--- config.mk ---
export PLATFORM = sky130hd
export DESIGN_NAME = sktsi_ctrl
export DESIGN_NICKNAME = d
export VERILOG_FILES = /design/src/sorted_key_table_search_insert_unit_macros.svh /design/src/sktsi_pkg.sv /design/src/sktsi_ctrl.sv
export SDC_FILE = /design/constraint.sdc
export NUM_CORES = 1
export LEC_CHECK = 0
export BUFFER_PORTS_ARGS = -buffer_cell sky130_fd_sc_hd__buf_2
export CAP_MARGIN = 20
export CORE_AREA = 2 2 39 41
export DETAILED_ROUTE_END_ITERATION = 16
export DIE_AREA = 0 0 41 43
export PLACE_DENSITY = 0.48
export SLEW_MARGIN = 20
export SYNTH_ARGS = -nofsm -noshare
export SYNTH_HDL_FRONTEND = slang
export SYNTH_SLANG_ARGS = --single-unit
export TNS_END_PERCENT = 1
--- constraint.sdc ---
create_clock -name i_clk -period 2.45 [get_ports i_clk]
set_input_delay 0.245 -clock i_clk [delete_from_list [all_inputs] [get_ports i_clk]]
set_output_delay 0.245 -clock i_clk [all_outputs]
set_load 0.005 [all_outputs]
--- src/sorted_key_table_search_insert_unit_macros.svh ---
// Assertion macros for the sorted key table search and insert unit.
// Included by the top level for its concurrent checks; needs i_clk and i_rst_n in scope.
`ifndef SORTED_KEY_TABLE_SEARCH_INSERT_UNIT_MACROS_SVH
`define SORTED_KEY_TABLE_SEARCH_INSERT_UNIT_MACROS_SVH

// Same-cycle implication, disabled while reset is held.
`define SKTSI_ASSERT_NOW(label, cond, prop) \
    label: assert property (@(posedge i_clk) disable iff (!i_rst_n) (cond) |-> (prop)) \
        else $error("sktsi assertion failed");

// Next-cycle implication, disabled while reset is held.
`define SKTSI_ASSERT_NEXT(label, cond, prop) \
    label: assert property (@(posedge i_clk) disable iff (!i_rst_n) (cond) |=> (prop)) \
        else $error("sktsi assertion failed");

`endif

--- src/sktsi_pkg.sv ---
// Shared types, constants and codes for the sorted key table search and insert unit.
// No dependencies; imported by every module of the block but the generic RAM.
`timescale 1ns / 1ps

package sktsi_pkg;

    localparam int TABLE_DEPTH_DEF   = 64;
    localparam int PAYLOAD_WIDTH_DEF = 32;
    localparam int KEY_W             = 32;
    localparam int PAY_PORT_W        = 32;
    localparam int SLOT_W            = 6;
    localparam int CFG_W             = 6;

    typedef enum logic {
        OP_LOOKUP = 1'b0,
        OP_INSERT = 1'b1
    } t_opcode;

    typedef enum logic [2:0] {
        ST_FOUND     = 3'd0,
        ST_NOT_FOUND = 3'd1,
        ST_INSERTED  = 3'd2,
        ST_DUPLICATE = 3'd3,
        ST_FULL      = 3'd4
    } t_status;

    typedef struct packed {
        t_opcode               opcode;
        logic [KEY_W-1:0]      key;
        logic [PAY_PORT_W-1:0] payload_in;
    } t_cmd;

    typedef struct packed {
        t_status               status;
        logic [SLOT_W-1:0]     slot_index;
        logic [PAY_PORT_W-1:0] payload_out;
    } t_result;

    typedef enum logic [2:0] {
        S_IDLE,
        S_SEARCH,
        S_CMP,
        S_DECIDE,
        S_SHIFT,
        S_WRITE
    } t_state;

    // Controller to datapath commands
    typedef struct packed {
        logic    load;
        logic    probe;
        logic    narrow;
        logic    mark_hit;
        logic    shift_start;
        logic    shift_step;
        logic    write_new;
        logic    finish;
        t_status status;
    } t_dp_cmd;

    // Datapath to controller status
    typedef struct packed {
        logic range_ok;
        logic key_eq;
        logic hit;
        logic is_insert;
        logic full;
        logic need_shift;
        logic shift_last;
    } t_dp_stat;

endpackage

--- src/sktsi_ctrl.sv ---
// Sequencing state machine: search probes, result decision, table shift and write.
// Depends on sktsi_pkg for the state, command and status types.
`timescale 1ns / 1ps

module sktsi_ctrl (
    input  logic                i_clk,
    input  logic                i_rst_n,
    input  logic                i_start,
    input  sktsi_pkg::t_dp_stat i_stat,
    output sktsi_pkg::t_dp_cmd  o_cmd,
    output logic                o_busy
);

    import sktsi_pkg::*;

    t_state r_state;
    t_state n_state;

    always_ff @(posedge i_clk) begin
        if (!i_rst_n) begin
            r_state <= S_IDLE;
        end else begin
            r_state <= n_state;
        end
    end

    always_comb begin
        n_state = r_state;
        case (r_state)
            S_IDLE: begin
                if (i_start) n_state = S_SEARCH;
            end
            S_SEARCH: begin
                n_state = i_stat.range_ok ? S_CMP : S_DECIDE;
            end
            S_CMP: begin
                n_state = i_stat.key_eq ? S_DECIDE : S_SEARCH;
            end
            S_DECIDE: begin
                if (!i_stat.is_insert || i_stat.hit || i_stat.full) begin
                    n_state = S_IDLE;
                end else if (i_stat.need_shift) begin
                    n_state = S_SHIFT;
                end else begin
                    n_state = S_WRITE;
                end
            end
            S_SHIFT: begin
                if (i_stat.shift_last) n_state = S_WRITE;
            end
            S_WRITE: begin
                n_state = S_IDLE;
            end
            default: n_state = S_IDLE;
        endcase
    end

    always_comb begin
        o_cmd = '0;
        o_cmd.status = ST_NOT_FOUND;
        case (r_state)
            S_IDLE: begin
                o_cmd.load = i_start;
            end
            S_SEARCH: begin
                o_cmd.probe = i_stat.range_ok;
            end
            S_CMP: begin
                o_cmd.mark_hit = i_stat.key_eq;
                o_cmd.narrow   = !i_stat.key_eq;
            end
            S_DECIDE: begin
                if (!i_stat.is_insert) begin
                    o_cmd.finish = 1'b1;
                    o_cmd.status = i_stat.hit ? ST_FOUND : ST_NOT_FOUND;
                end else if (i_stat.hit) begin
                    o_cmd.finish = 1'b1;
                    o_cmd.status = ST_DUPLICATE;
                end else if (i_stat.full) begin
                    o_cmd.finish = 1'b1;
                    o_cmd.status = ST_FULL;
                end else begin
                    o_cmd.shift_start = i_stat.need_shift;
                end
            end
            S_SHIFT: begin
                o_cmd.shift_step = 1'b1;
            end
            S_WRITE: begin
                o_cmd.write_new = 1'b1;
                o_cmd.finish    = 1'b1;
                o_cmd.status    = ST_INSERTED;
            end
            default: o_cmd = '0;
        endcase
    end

    assign o_busy = (r_state != S_IDLE);

endmodule

======== Yosys cells after proc, flatten, opt, wreduce, memory -nomap -nowiden ========
Index checks and enable logic that the tools add are counted.
Widths: inputs -> output; s select.
cells by class
  equality and inequality tests ........... 7
  mux-type cells .......................... 21
  reduce and logical (&&, ||, !) cells .... 8
operators with widths
  kind                number
  $pmux 3 s5          1
  $mux 4              3
  $pmux 4 s3          1
  $mux 1              11
  $mux 3              3
  $eq 3x2->1 const B  2
  $eq 3x3->1 const B  2
  $mux 2              2
  $ne 2x2->1 const B  2
  $reduce_or 4->1     1
  $eq 3x1->1 const B  1
  $logic_not 3->1     1
  $reduce_bool 3->1   1
  $logic_not 1->1     2
  $logic_or 1x1->1    2
  $reduce_and 2->1    1
storage, ports and cells
  flip-flop bits (word level) ............. 3
  bits of input ports ..................... 10
  output and inout bits ................... 12
  word-level logic and storage cells ...... 37

======== Logic depth before layout (Yosys ltp) ========
  depth in word-level cells ............... 5
  mapped depth ............................ 4
  gate-level depth less buffers ........... 3

======== Worst setup path after synthesis ========
Ideal clock, no wire load.
  path kind ............................... reg2reg
  start ................................... reg r_state[2]
  end ..................................... reg r_state[0]
  library setup time ...................... 0.095 ns
  data arrival time ....................... 1.211 ns
  data required time ...................... 2.355 ns
  slack ................................... 1.143 ns
  stages on the path, launching flop included .. 5
  path buffers ............................ 1
  period minus slack after synthesis ...... 1.307 ns
  path through ............................ dfxtp_1 clkbuf_1 nand2b_1 or3_1 a221oi_1
between the ends
  cells in the longest elaborated chain, start to end .. 3
  elaborated cells between the ends (all ways) .. 9
  those cells by class .................... eq/ne (6); mux (1); reduce/logical (2)
ends and longest elaborated chain
  element                                        line              source
  start, declared                                sktsi_ctrl.sv:16  t_state r_state;
  start signal, assigned                         sktsi_ctrl.sv:23  r_state <= n_state;
  $eq 3x3->1 or $logic_not 3->1 (tied branches)  sktsi_ctrl.sv:29  case (r_state)
  $ne 2x2->1 (no line)                           --
  $reduce_and 2->1 (no line)                     --
Several ways; a longest one is shown, not always the timed one.
A chain may end at the register's enable or synchronous reset.

==> results.yml <==
route:
  wl_per_cell_um: 9.58
  num_vias: 369
  ant_nets: 0
  drt_pass1_iterations: 2
  routed_wl_um: 776
  vias_per_cell: 4.56
  dr.first_iter.drc_count: 4
  drc: 0
synthesis:
  synth.area.top_cells: "dfxtp_1 21%, nor2_1 11%, nand3b_1 5.3%"
  synthFlopType: "dfxtp_1"
  synthTopCellsByCount: "8 x nor2_1, 3 x clkbuf_1, 3 x dfxtp_1, 3 x inv_1, 3 x nand2_1"
  synth_nets: 53
  synth_top_area_frac: 0.211
  synth.cell_area_um2: 284
  syn_inst: 43
  yosysSeqAreaShare: 0.211
  ys_warn_count: 0
  synth_most_common_cell: "nor2_1"
  syn_avg_cell_area_um2: 6.61
  ys_types: 22
  synth_edf_count: 0
  async_flop_share: 0
  synth-seq-cells: 3
  yosysTopAreaCell: "dfxtp_1"
clock_tree:
  cts_tree: "built"
  post_cts_buffers: 0
  holdBufCountCts: 0
  insertion_delay_ps: 230
  htreeDepth: 1
  cts_num_sinks: 3
  clkTransAtPathRegs_ps: 30
  cts_buffers: 3
  clockBufferDepth: 2
  cts_root_buffer: "clkbuf_4"
  cts_resized: 0
global_route:
  grt_pass1_wl_um: 1180
  antenna_found_initial: 0
  first_global_vias: 290
  gr-usage-all-layers: 0.101
  grt_overflow: 0
  grt_max_degree: 13
final_layout:
  largestRegisters: "r_state (3)"
  drive_above_1_share: 0.385
  final_area_um2: 424
  finalNetCount: 76
  regMostFlops: "r_state"
  fin_cells: 81
  syn_to_final_growth_pct: 49.3
  fin_util: 0.307
  diodes: 0
  largest_register_ffs: 3
worst_setup_path:
  worstPathRequired_ps: 2200
  crit_type: "flip-flop to output pin"
  startpoint_type: "flip-flop"
  end_kind: "output pin"
  arrival_ps: 1400
  path_max_fanout: 12
pwr:
  p_comb_frac: 0.232
  p_int_mw: 0.137
  sw_frac_of_total: 0.288
  clkPwrFrac: 0.450
  leakage_nw: 0.208
  pwr-share-seq: 0.319
  worst_ir_drop_vdd_mv: 0.320
  p_per_area_nw_per_um2: 455
  p_sw_mw: 0.0557
timing:
  relSlewSlack: 0.772
  setup-violations-final: 0
  setup_tns_ps: 0
  period_share: 0.671
  finalHoldViolations: 0
  final.min_clock_period_ps: 1640
  fmax_mhz: 608
  worst_pin_slew_ps: 341
  rsz0062_at_grt: "false"
  skew_ps: 3.10
  slew_viol_final: 0
hold_path:
  hp-class: "primary input to flip-flop"
placement:
  io_buffers: 21
  dp_hpwl_um: 623
  dp_cells: 77
  routabilityCongestion: 0.585
  placed_cell_area_um2: 398
die:
  start_util: 0.205
  coreArea_um2: 1380
  dieArea_um2: 1760
  die_x_um: 41
  ios: 22
  die_h_um: 43
  rows: 14
flow_run:
  cap_violations: 0
status:
  outcome: "completed"
[worst paths after layout]
path	start	to	slack [ps]	cells past startpoint
max reg2reg	r_state[1]$_SDFFE_PN0P_	r_state[0]$_SDFFE_PN0P_	1010	3
max	r_state[1]$_SDFFE_PN0P_	o_cmd[3]	810	4
min	i_rst_n	r_state[2]$_SDFFE_PN0P_	250	2
min reg2reg	r_state[2]$_SDFFE_PN0P_	r_state[1]$_SDFFE_PN0P_	630	1
[power groups by stage]
stage	clock [mW]	combinational, mW	sequential (mW)
3_5_place_dp	0	0.0453	0.0625
3_3_place_gp	0	0.0457	0.0626
2_1_floorplan	0	0.0327	0.0543
6_report	0.0869	0.0448	0.0616
4_1_cts	0.0910	0.0457	0.0618
5_1_grt	0.0973	0.0515	0.0632
[cell usage in the layout, fill, tap and decap left out, drive strengths merged]
master  Yosys  final
inv         3      3
a31oi       1      1
mux2        1      1
buf         0     21
and2        1      1
nor2        8      8
nand2       3      3
dfxtp       3      3
o21ai       1      1
or3         2      2
nor2b       1      1
nand3b      2      2
nand4b      1      1
or2b        1      1
a21oi       2      2
o21a        1      1
o41ai       1      1
nand2b      2      2
clkbuf      3      4
nor3b       2      2
nor3        2      2
or3b        1      1
a221oi      1      1
[final cells by class]
class | count | area [um^2]
fillers | 163 | 960
multi-input cells | 34 | 201
repair buffers | 21 | 105
flip-flops and latches | 3 | 60.1
clock buffers | 4 | 26.3
well taps | 16 | 20.0
inverters | 3 | 11.3
[per-layer routing]
layer / vias to the layer above / track usage / wire, um
met5: - / 0 / 0
met3: 0 / 0.0942 / 97
met2: 17 / 0.153 / 363
li1: 192 / - / -
met1: 160 / 0.109 / 315
met4: 0 / 0 / 0
[through the flow]
step	power [mW]	worst slack [ps]	hold WS (ps)
4_1_cts	0.198	776	253
2_1_floorplan	0.0870	1140	363
5_1_grt	0.212	661	269
3_5_place_dp	0.108	998	489
6_report	0.193	806	253
3_3_place_gp	0.108	1010	495
[logic make-up after synthesis]
group | Yosys count | synth area share
muxes | 1 | 0.0396
AOI/OAI and AO/OA | 7 | 0.163
and+or+nand+nor | 26 | 0.507
DFF | 3 | 0.211
buffers and inverters | 6 | 0.0793
[worst max-delay path, stage by stage (launching register included)]
cell      delay [ps]
dfxtp_1          510
nand2b_1         160
or2b_1           250
a21oi_1          130
buf_2            120
(Power assumes the default switching activity.)
