`src/sorted_key_table_search_insert_unit_macros.svh`:
```
// Assertion macros for the sorted key table search and insert unit.
// Included by the top level for its concurrent checks; needs i_clk and i_rst_n in scope.
`ifndef SORTED_KEY_TABLE_SEARCH_INSERT_UNIT_MACROS_SVH
`define SORTED_KEY_TABLE_SEARCH_INSERT_UNIT_MACROS_SVH

// Same-cycle implication, disabled while reset is held.
`define SKTSI_ASSERT_NOW(label, cond, prop) \
    label: assert property (@(posedge i_clk) disable iff (!i_rst_n) (cond) |-> (prop)) \
        else $error("sktsi assertion failed");

// Next-cycle implication, disabled while reset is held.
`define SKTSI_ASSERT_NEXT(label, cond, prop) \
    label: assert property (@(posedge i_clk) disable iff (!i_rst_n) (cond) |=> (prop)) \
        else $error("sktsi assertion failed");

`endif

```
`src/sktsi_pkg.sv`:
```
// Shared types, constants and codes for the sorted key table search and insert unit.
// No dependencies; imported by every module of the block but the generic RAM.
`timescale 1ns / 1ps

package sktsi_pkg;

    localparam int TABLE_DEPTH_DEF   = 64;
    localparam int PAYLOAD_WIDTH_DEF = 32;
    localparam int KEY_W             = 32;
    localparam int PAY_PORT_W        = 32;
    localparam int SLOT_W            = 6;
    localparam int CFG_W             = 6;

    typedef enum logic {
        OP_LOOKUP = 1'b0,
        OP_INSERT = 1'b1
    } t_opcode;

    typedef enum logic [2:0] {
        ST_FOUND     = 3'd0,
        ST_NOT_FOUND = 3'd1,
        ST_INSERTED  = 3'd2,
        ST_DUPLICATE = 3'd3,
        ST_FULL      = 3'd4
    } t_status;

    typedef struct packed {
        t_opcode               opcode;
        logic [KEY_W-1:0]      key;
        logic [PAY_PORT_W-1:0] payload_in;
    } t_cmd;

    typedef struct packed {
        t_status               status;
        logic [SLOT_W-1:0]     slot_index;
        logic [PAY_PORT_W-1:0] payload_out;
    } t_result;

    typedef enum logic [2:0] {
        S_IDLE,
        S_SEARCH,
        S_CMP,
        S_DECIDE,
        S_SHIFT,
        S_WRITE
    } t_state;

    // Controller to datapath commands
    typedef struct packed {
        logic    load;
        logic    probe;
        logic    narrow;
        logic    mark_hit;
        logic    shift_start;
        logic    shift_step;
        logic    write_new;
        logic    finish;
        t_status status;
    } t_dp_cmd;

    // Datapath to controller status
    typedef struct packed {
        logic range_ok;
        logic key_eq;
        logic hit;
        logic is_insert;
        logic full;
        logic need_shift;
        logic shift_last;
    } t_dp_stat;

endpackage

```
`src/sktsi_ram.sv`:
```
// Generic simple dual-port RAM: one write port, one read port with registered data.
// No dependencies.
`timescale 1ns / 1ps

module sktsi_ram #(
    parameter int WIDTH = 32,
    parameter int DEPTH = 64
) (
    input  logic                     i_clk,
    input  logic                     i_we,
    input  logic [$clog2(DEPTH)-1:0] i_waddr,
    input  logic [WIDTH-1:0]         i_wdata,
    input  logic                     i_re,
    input  logic [$clog2(DEPTH)-1:0] i_raddr,
    output logic [WIDTH-1:0]         o_rdata
);

    logic [WIDTH-1:0] r_mem [DEPTH];
    logic [WIDTH-1:0] r_rdata;

    always_ff @(posedge i_clk) begin
        if (i_we) begin
            r_mem[i_waddr] <= i_wdata;
        end
        if (i_re) begin
            r_rdata <= r_mem[i_raddr];
        end
    end

    assign o_rdata = r_rdata;

endmodule

```
`src/sktsi_dp.sv`:
```
// Datapath: key and payload stores, search bounds, shift index, fill count and result register.
// Depends on sktsi_pkg and sktsi_ram.
`timescale 1ns / 1ps

module sktsi_dp #(
    parameter int TABLE_DEPTH   = sktsi_pkg::TABLE_DEPTH_DEF,
    parameter int PAYLOAD_WIDTH = sktsi_pkg::PAYLOAD_WIDTH_DEF
) (
    input  logic                            i_clk,
    input  logic                            i_rst_n,
    input  logic                            i_cfg_we,
    input  logic [sktsi_pkg::CFG_W-1:0]     i_cfg_data,
    input  sktsi_pkg::t_cmd                 i_cmd,
    input  sktsi_pkg::t_dp_cmd              i_dp_cmd,
    output sktsi_pkg::t_dp_stat             o_stat,
    output sktsi_pkg::t_result              o_result,
    output logic                            o_done
);

    import sktsi_pkg::*;

    localparam int IW  = $clog2(TABLE_DEPTH);
    localparam int CW  = $clog2(TABLE_DEPTH + 1);
    localparam int MW  = (CW > CFG_W) ? CW : CFG_W;
    localparam int BW  = MW + 2;
    localparam int PSW = (PAYLOAD_WIDTH < PAY_PORT_W) ? PAYLOAD_WIDTH : PAY_PORT_W;
    localparam logic signed [BW-1:0] DEPTH_S = BW'(TABLE_DEPTH);
    localparam logic [CW-1:0]        DEPTH_C = CW'(TABLE_DEPTH);

    logic [CFG_W-1:0]       r_first;
    logic [CW-1:0]          r_fill;
    t_opcode                r_op;
    logic [KEY_W-1:0]       r_key;
    logic [PSW-1:0]         r_pay;
    logic signed [BW-1:0]   r_lo;
    logic signed [BW-1:0]   r_hi;
    logic signed [BW-1:0]   r_mid;
    logic [IW-1:0]          r_idx;
    logic                   r_hit;
    t_result                r_res;
    logic                   r_done;

    logic signed [BW-1:0]   mid;
    logic signed [BW-1:0]   fill_s;
    logic [KEY_W-1:0]       rd_key;
    logic [PSW-1:0]         rd_pay;
    logic                   we;
    logic [IW-1:0]          waddr;
    logic [KEY_W-1:0]       wkey;
    logic [PSW-1:0]         wpay;
    logic                   re;
    logic [IW-1:0]          raddr;

    assign mid    = (r_lo + r_hi) >>> 1;
    assign fill_s = signed'(BW'(r_fill));

    // Read port: probe at the midpoint, or walk the shift index downwards
    always_comb begin
        re    = i_dp_cmd.probe || i_dp_cmd.shift_start
             || (i_dp_cmd.shift_step && !o_stat.shift_last);
        raddr = r_idx - IW'(1);
        if (i_dp_cmd.probe) begin
            raddr = mid[IW-1:0];
        end else if (i_dp_cmd.shift_start) begin
            raddr = IW'(r_fill - CW'(1));
        end
    end

    // Write port: move an entry up one slot, or place the new entry
    always_comb begin
        we    = i_dp_cmd.shift_step || i_dp_cmd.write_new;
        waddr = r_lo[IW-1:0];
        wkey  = r_key;
        wpay  = r_pay;
        if (i_dp_cmd.shift_step) begin
            waddr = r_idx + IW'(1);
            wkey  = rd_key;
            wpay  = rd_pay;
        end
    end

    sktsi_ram #(.WIDTH(KEY_W), .DEPTH(TABLE_DEPTH)) u_key_ram (
        .i_clk   (i_clk),
        .i_we    (we),
        .i_waddr (waddr),
        .i_wdata (wkey),
        .i_re    (re),
        .i_raddr (raddr),
        .o_rdata (rd_key)
    );

    sktsi_ram #(.WIDTH(PSW), .DEPTH(TABLE_DEPTH)) u_pay_ram (
        .i_clk   (i_clk),
        .i_we    (we),
        .i_waddr (waddr),
        .i_wdata (wpay),
        .i_re    (re),
        .i_raddr (raddr),
        .o_rdata (rd_pay)
    );

    always_ff @(posedge i_clk) begin
        if (!i_rst_n) begin
            r_first <= '0;
            r_fill  <= '0;
            r_done  <= 1'b0;
        end else begin
            if (i_cfg_we) r_first <= i_cfg_data;
            if (i_dp_cmd.write_new) r_fill <= r_fill + CW'(1);
            r_done <= i_dp_cmd.finish;
        end
    end

    always_ff @(posedge i_clk) begin
        if (i_dp_cmd.load) begin
            r_op  <= i_cmd.opcode;
            r_key <= i_cmd.key;
            r_pay <= i_cmd.payload_in[PSW-1:0];
            r_lo  <= signed'(BW'(r_first));
            r_hi  <= fill_s - BW'(1);
            r_hit <= 1'b0;
        end
        if (i_dp_cmd.probe) r_mid <= mid;
        if (i_dp_cmd.narrow) begin
            if (rd_key > r_key) r_hi <= r_mid - BW'(1);
            else                r_lo <= r_mid + BW'(1);
        end
        if (i_dp_cmd.mark_hit) r_hit <= 1'b1;
        if (i_dp_cmd.shift_start) r_idx <= IW'(r_fill - CW'(1));
        if (i_dp_cmd.shift_step)  r_idx <= r_idx - IW'(1);
        if (i_dp_cmd.finish) begin
            r_res.status <= i_dp_cmd.status;
            case (i_dp_cmd.status)
                ST_FOUND: begin
                    r_res.slot_index  <= SLOT_W'(r_mid);
                    r_res.payload_out <= PAY_PORT_W'(rd_pay);
                end
                ST_DUPLICATE: begin
                    r_res.slot_index  <= SLOT_W'(r_mid);
                    r_res.payload_out <= '0;
                end
                ST_INSERTED: begin
                    r_res.slot_index  <= SLOT_W'(r_lo);
                    r_res.payload_out <= '0;
                end
                default: begin
                    r_res.slot_index  <= '0;
                    r_res.payload_out <= '0;
                end
            endcase
        end
    end

    assign o_stat.range_ok   = (r_lo <= r_hi);
    assign o_stat.key_eq     = (rd_key == r_key);
    assign o_stat.hit        = r_hit;
    assign o_stat.is_insert  = (r_op == OP_INSERT);
    assign o_stat.full       = (r_fill >= DEPTH_C) || (r_lo >= DEPTH_S);
    assign o_stat.need_shift = (r_lo < fill_s);
    assign o_stat.shift_last = (r_idx == r_lo[IW-1:0]);

    assign o_result = r_res;
    assign o_done   = r_done;

endmodule

```
`config.mk`:
```
export PLATFORM = sky130hd
export DESIGN_NAME = sktsi_dp
export DESIGN_NICKNAME = d
export VERILOG_FILES = /design/src/sorted_key_table_search_insert_unit_macros.svh /design/src/sktsi_pkg.sv /design/src/sktsi_ram.sv /design/src/sktsi_dp.sv
export SDC_FILE = /design/constraint.sdc
export NUM_CORES = 2
export LEC_CHECK = 0
export ABC_AREA = 1
export BUFFER_PORTS_ARGS = -buffer_cell sky130_fd_sc_hd__buf_2
export CORE_UTILIZATION = 40
export DETAILED_ROUTE_END_ITERATION = 12
export SLEW_MARGIN = 0
export SYNTH_ARGS = -nofsm -noshare
export SYNTH_HDL_FRONTEND = slang
export SYNTH_HIERARCHICAL = 1
export SYNTH_SLANG_ARGS = --single-unit
```
`constraint.sdc`:
```
create_clock -name i_clk -period 11.35 [get_ports i_clk]
set_clock_uncertainty 0.05 [all_clocks]
set_input_delay 3.405 -clock i_clk [delete_from_list [all_inputs] [get_ports i_clk]]
set_output_delay 3.405 -clock i_clk [all_outputs]
set_load 0.01 [all_outputs]
```
* Word-level counts from Yosys, hierarchy flattened
Memories as Yosys holds them, arrays and structs flattened. A register that Yosys moved wholly into a read port is not among the register bits. Cells that the tools add are included.
Cells by class: add/sub/neg operators 8, order comparisons 5, eq/ne operators 4, multiplexer cells 16, reductions and logical operators 8
Operators with widths (count):
- 38-bit case mux with 3 select lines | 1
- 32-bit 2-to-1 mux | 2
- 9-bit 2-to-1 mux | 6
- 32-bit equality test | 1
- 32-bit greater-than comparator | 1
- 6-bit 2-to-1 mux | 5
- 6-bit by 1-bit subtractor with 6-bit output (second input constant) | 2
- 8-bit by 2-bit adder with 9-bit output (second input constant) | 1
- 9-bit adder | 1
- 9-bit by 8-bit greater-or-equal comparator with 1-bit output (second input constant) | 1
- 9-bit less-or-equal comparator | 1
- 9-bit by 8-bit less-than comparator with 1-bit output | 1
- 8-bit by 2-bit subtractor with 9-bit output (second input constant) | 1
- 7-bit by 1-bit subtractor with 8-bit output (second input constant) | 1
- 7-bit by 1-bit adder with 7-bit output (second input constant) | 1
- 7-bit greater-or-equal comparator (second input constant) | 1
- 6-bit by 1-bit adder with 6-bit output (second input constant) | 1
- 3-bit by 2-bit equality test with 1-bit output (second input constant) | 2
- 6-bit equality test | 1
- 1-bit logical OR | 4
- 3-bit logical NOT | 1
- 1-bit 2-to-1 mux | 2
- 2-bit nonzero test | 1
- 1-bit logical AND | 1
- 1-bit logical NOT | 1
Storage, ports and cells: bits in registers 153, bits in writable memories 4096, bits of input ports 85, output and inout port bits 49, word-level logic and storage cells 57, memories kept 2
Memories:
- u_key_ram.r_mem | words 64, bits a word 32, rd ports 1, clocked after memory_dff 1, write ports 1, line sktsi_ram.sv:18 | logic [WIDTH-1:0] r_mem [DEPTH];
- u_pay_ram.r_mem | words 64, bits a word 32, rd ports 1, clocked after memory_dff 1, write ports 1, line sktsi_ram.sv:18

* Longest topological paths before layout
word-level depth 4, gate-level depth with buffers 19, gate-level depth less buffers 18

* By module
Netlist, hierarchy kept.
By module, submodules not included:
- sktsi_ram | times used 2, cells an instance 6769, area each 83058.4 µm², seq. area each 62459.9 µm²
- sktsi_dp | times used 1, cells an instance 924, area each 8434.3 µm², seq. area each 4264.1 µm²

* Least setup slack after synthesis
No wires, ideal clock.
kind input to register, from input port i_dp_cmd[5] (netlist name), to register u_key_ram.r_rdata[0] (netlist: u_key_ram/o_rdata[0]) (read register of u_key_ram.r_mem), enable pin, library setup time 574 ps, data arrival time 8503 ps, required time 10726 ps, setup slack 2222 ps, cell stages on the path 4, path buffers 2, path through clkbuf_1 > inv_2 > clkbuf_1 > o21ai_0
Between the ends: longest elaborated chain between the ends 2
RTL lines:
- start, declared | line sktsi_dp.sv:14 | input sktsi_pkg::t_dp_cmd i_dp_cmd,
- 1-bit logical AND | line sktsi_dp.sv:60 | || (i_dp_cmd.shift_step && !o_stat.shift_last);
- 1-bit logical OR | line sktsi_dp.sv:60
- named net re | line sktsi_dp.sv:51 | logic re;
- end, declared | line sktsi_ram.sv:19 | logic [WIDTH-1:0] r_rdata;
The timed path passes the listed nets, and every way through them passes these cells. A chain may end at the register's enable or synchronous reset.

* Worst setup path after layout
from input port i_dp_cmd[9] (netlist name), to register u_key_ram.r_rdata[13] (netlist: u_key_ram/o_rdata[13]) (read register of u_key_ram.r_mem) (data pin)
Between the ends: elaborated cells between the ends (all ways) 3, classes of those cells mux: 1; reduce/logical: 2
RTL lines:
- 6-bit 2-to-1 mux | line sktsi_dp.sv:62 | if (i_dp_cmd.probe) begin
- named net raddr[0] | line sktsi_dp.sv:52 | logic [IW-1:0] raddr;
The timed path passes the listed nets, and every way through them passes these cells.

==> impl_results.html <==
<table>
<tr><th>Metric</th><th>Value</th></tr>
<tr><th colspan="2">Floorplanning</th></tr>
<tr><td>Placeable core area</td><td>0.435 mm2</td></tr>
<tr><td>Initial Utilization</td><td>40.2%</td></tr>
<tr><td>Die Width</td><td>663 um</td></tr>
<tr><td>FP Rows</td><td>242</td></tr>
<tr><td>Number of top-level pins</td><td>134</td></tr>
<tr><td>Die Y</td><td>663 um</td></tr>
<tr><td>DIE AREA</td><td>0.439 mm2</td></tr>
<tr><th colspan="2">Detailed routing</th></tr>
<tr><td>DRT Pass-1 Iters</td><td>7</td></tr>
<tr><td>Total length of routed wires</td><td>509000 um</td></tr>
<tr><td>Detailed-route via count</td><td>114440</td></tr>
<tr><td>DR vias/cell</td><td>5.59</td></tr>
<tr><td>Number of nets with antenna violations after detailed routing</td><td>0</td></tr>
<tr><td>Per-cell routed wire length</td><td>24.8 um</td></tr>
<tr><td>Detailed-route DRC error count</td><td>0</td></tr>
<tr><td>Iteration-0 DRC Markers</td><td>14449</td></tr>
<tr><th colspan="2">Final layout</th></tr>
<tr><td>Synthesis-to-finish area growth</td><td>12.3%</td></tr>
<tr><td>Most common cell after layout, fill and taps aside</td><td>sky130_fd_sc_hd__nand2_1</td></tr>
<tr><td>Number of nets at the end of the flow</td><td>14548</td></tr>
<tr><td>Post-route non-filler standard cell count</td><td>20490</td></tr>
<tr><td>Most frequent cells in the layout</td><td>sky130_fd_sc_hd__nand2_1 (4685), sky130_fd_sc_hd__edfxtp_1 (4280), sky130_fd_sc_hd__nand3_1 (3839)</td></tr>
<tr><td>Layout cells sized above 1</td><td>8.84%</td></tr>
<tr><th colspan="2">Global route</th></tr>
<tr><td>Antenna violations before repair</td><td>21</td></tr>
<tr><td>Total global routing overflow</td><td>0</td></tr>
<tr><td>Pin count of the biggest net entering global routing</td><td>275</td></tr>
<tr><td>Global-route wire length before repair</td><td>737000 um</td></tr>
<tr><td>Vias in the first global route</td><td>107271</td></tr>
<tr><td>Overall fraction of global-route tracks in use</td><td>22.4%</td></tr>
<tr><th colspan="2">Setup path</th></tr>
<tr><td>Maximum fanout along the worst path</td><td>274</td></tr>
<tr><td>Sequence of cells on the critical path</td><td>buf_2, nor2_1, inv_1, o221ai_4, inv_16, buf_4, buf_4, nand2_1, nand3_1, nand3_1, nand2_1, nand2_1, nand3_1, nand3_1, nand2_1</td></tr>
<tr><td>Required time reported for the critical path endpoint</td><td>12150 ps</td></tr>
<tr><td>Category of cells accounting for the largest share of critical-path delay</td><td>buffers and inverters</td></tr>
<tr><td>Launching element type of the critical path</td><td>input port</td></tr>
<tr><td>Crit path DAT</td><td>8790 ps</td></tr>
<tr><td>Kind of end point of the critical path</td><td>flip-flop</td></tr>
<tr><td>Category of the critical setup timing path</td><td>input port to flip-flop</td></tr>
<tr><td>Largest stage delay, worst path</td><td>960 ps</td></tr>
<tr><td>Worst reg2reg setup slack</td><td>5090 ps</td></tr>
<tr><td>Slowest library cell on the worst path</td><td>sky130_fd_sc_hd__buf_4</td></tr>
<tr><td>Number of buffer and inverter stages on the critical path</td><td>5</td></tr>
<tr><th colspan="2">Synthesis</th></tr>
<tr><td>Post-Synth Simple-Gate Area</td><td>21.8%</td></tr>
<tr><td>Share of synthesized flip-flops with an asynchronous set or reset</td><td>0%</td></tr>
<tr><td>Cell variety after synth</td><td>50</td></tr>
<tr><td>Share of synthesized area spent on multiplexers</td><td>0.00573%</td></tr>
<tr><td>Share of the synthesized netlist area taken by xor and xnor gates</td><td>0.146%</td></tr>
<tr><td>Flip-flop and latch count after synthesis</td><td>4313</td></tr>
<tr><td>Mean Syn Cell Area</td><td>12.1 um2</td></tr>
<tr><td>Sequential area share after synthesis</td><td>74.0%</td></tr>
<tr><td>Most frequently used flop master after synthesis</td><td>sky130_fd_sc_hd__edfxtp_1</td></tr>
<tr><td>Number of standard cells after synthesis</td><td>14462</td></tr>
<tr><td>Net count after synthesis</td><td>14610</td></tr>
<tr><td>Post-synthesis share of cell area spent on full adders, half adders and majority gates</td><td>0.456%</td></tr>
<tr><td>Synth warnings</td><td>6</td></tr>
<tr><td>Compound-gate portion of the synthesized area</td><td>0.533%</td></tr>
<tr><td>Combinational family with the most area after synthesis</td><td>simple AND/OR/NAND/NOR gates</td></tr>
<tr><td>Post-synthesis instance area</td><td>0.175 mm2</td></tr>
<tr><td>EDFF count, synth</td><td>4280</td></tr>
<tr><th colspan="2">Clock tree</th></tr>
<tr><td>Count of H-tree levels built during CTS</td><td>5</td></tr>
<tr><td>Count of hold buffers inserted by post-cts repair</td><td>0</td></tr>
<tr><td>Post-CTS resize count</td><td>0</td></tr>
<tr><td>Clock Path Buffers</td><td>4</td></tr>
<tr><td>Clock slew at the register clock pins of the worst setup and hold paths</td><td>60 ps</td></tr>
<tr><td>Clock net sink count</td><td>4313</td></tr>
<tr><td>Count of buffers added by post-CTS timing repair for setup</td><td>0</td></tr>
<tr><td>Total clock buffers created by CTS</td><td>424</td></tr>
<tr><td>Latest clock arrival within the worst-skew pair</td><td>1010 ps</td></tr>
<tr><td>Clock Root Buffer</td><td>sky130_fd_sc_hd__clkbuf_16</td></tr>
<tr><td>CTS tree</td><td>yes</td></tr>
<tr><th colspan="2">STA</th></tr>
<tr><td>Tightest hold margin</td><td>397 ps</td></tr>
<tr><td>Slew at the pin with the worst max-slew slack</td><td>1550 ps</td></tr>
<tr><td>Final-layout setup total negative slack</td><td>0 ps</td></tr>
<tr><td>Hold Violations, Final</td><td>0</td></tr>
<tr><td>Final period utilization</td><td>70.4%</td></tr>
<tr><td>Fmax</td><td>0.125 GHz</td></tr>
<tr><td>Number of pins exceeding their max-slew limit in the final report</td><td>53</td></tr>
<tr><td>Setup repair after global routing missed its margin</td><td>no</td></tr>
<tr><td>Final-report setup violation count</td><td>0</td></tr>
<tr><td>Fin crit period</td><td>7990 ps</td></tr>
<tr><td>Tightest slew margin relative to the limit</td><td>-3.24%</td></tr>
<tr><th colspan="2">Placed design</th></tr>
<tr><td>IO Port Bufs</td><td>133</td></tr>
<tr><td>Final GP Congestion</td><td>0.819</td></tr>
<tr><td>Placed Instances</td><td>19708</td></tr>
<tr><td>HPWL after DPL</td><td>254000 um</td></tr>
<tr><th colspan="2">Power and ir drop</th></tr>
<tr><td>Maximum VDD drop</td><td>328 uV</td></tr>
<tr><td>Power density over cell area</td><td>290 mW/mm2</td></tr>
<tr><td>Leakage power</td><td>69.0 nW</td></tr>
<tr><th colspan="2">Worst hold path</th></tr>
<tr><td>Worst Hold Class</td><td>flip-flop to flip-flop</td></tr>
<tr><th colspan="2">Run</th></tr>
<tr><td>Max capacitance violation total</td><td>0</td></tr>
<tr><th colspan="2">Run status</th></tr>
<tr><td>Result of the run</td><td>finished with violations</td></tr>
<tr><td>Violated checks</td><td>max-slew violations</td></tr>
</table>
## metrics by stage
stage                     setup WS (ps)  instance area, um2  power, mW  utilization, %
after floorplan                    2220              175000       34.4               -
after global placement             2600              182000       42.5            41.9
after detailed placement           2590              182000       42.7            41.9
after CTS                          3630              196000       56.6            45.1
after global routing               3140              196000       59.4            45.1
final                              3360              196000       56.8            45.1
## sequential cells by signal, summed over array words and instances (netlist names), 6 cells and up
name	cells
r_key	32
u_key_ram/o_rdata	32
o_result	41
r_first	6
u_pay_ram/r_mem	2048
r_hi	9
r_fill	7
r_mid	8
r_idx	6
u_pay_ram/o_rdata	32
u_key_ram/r_mem	2048
r_pay	32
r_lo	9
## cells in the mapped netlist, types with 3 or more instances
library cell	n	area, um2
sky130_fd_sc_hd__o22ai_1	6	37.5
sky130_fd_sc_hd__buf_8	4	60.1
sky130_fd_sc_hd__nor2_1	189	709
sky130_fd_sc_hd__dfxtp_1	33	661
sky130_fd_sc_hd__inv_2	13	48.8
sky130_fd_sc_hd__buf_6	6	67.6
sky130_fd_sc_hd__buf_4	93	698
sky130_fd_sc_hd__xor2_1	23	201
sky130_fd_sc_hd__o21ai_2	11	96.3
sky130_fd_sc_hd__nand3_1	3841	19200
sky130_fd_sc_hd__nor3_1	9	45.0
sky130_fd_sc_hd__nand4_1	24	150
sky130_fd_sc_hd__o21ai_0	97	485
sky130_fd_sc_hd__clkbuf_1	175	657
sky130_fd_sc_hd__a21oi_1	30	150
sky130_fd_sc_hd__edfxtp_1	4280	129000
sky130_fd_sc_hd__nor4_1	16	100
sky130_fd_sc_hd__o21ai_1	7	35.0
sky130_fd_sc_hd__ha_1	62	776
sky130_fd_sc_hd__xnor2_1	6	52.6
sky130_fd_sc_hd__nand2_1	4687	17600
sky130_fd_sc_hd__buf_2	567	2840
sky130_fd_sc_hd__buf_1	81	304
sky130_fd_sc_hd__nand2_2	10	62.6
sky130_fd_sc_hd__nand2_4	3	33.8
sky130_fd_sc_hd__o221ai_1	3	26.3
sky130_fd_sc_hd__inv_1	151	567
sky130_fd_sc_hd__inv_4	3	18.8
sky130_fd_sc_hd__nand3_2	3	30.0
## power breakdown
group	switching [mW]	leakage [nW]	internal, mW	total, mW
Sequential	0.333	39.2	19.4	19.8
Combinational	17.5	23.0	5.53	23.0
Clock	6.09	6.71	7.93	14.0
Total	23.9	69.0	32.9	56.8
## layout make-up
type	instances	area, um2
clock inverter	281	2740
fill	38573	239000
tap	5734	7170
clock buffer	493	11000
sequential	4313	129000
antenna	8	20.0
multi-input combinational	9053	41900
timing repair buffer	440	3300
inverter	168	714
## final timing paths
kind              depth (start not counted)   startpoint               endpoint
setup reg to reg                         16      r_lo[1]  u_key_ram/o_rdata[13]
setup / recovery                         15  i_dp_cmd[9]  u_key_ram/o_rdata[13]
hold / removal                            1        r_hit                  r_hit
hold reg to reg                           1        r_hit                  r_hit
## cell families (layout without fill, tap and decap cells)
family	Yosys count	after routing
buffers and inverters	1096	1382
adders and majority gates	63	63
xor gates and xnor gates	29	29
other	0	8
DFF	4313	4313
muxes	1	1
and+or+nand+nor	8794	8794
AOI/OAI and AO/OA	166	166
## metal layers
| metal | global-route usage (%) | wire length, um |
|---|---|---|
| met5 | 0 | 26 |
| met1 | 32.5 | 215000 |
| met4 | 6.64 | 15000 |
| met3 | 4.16 | 51400 |
| met2 | 34.4 | 227000 |
(Power assumes the default switching activity.)
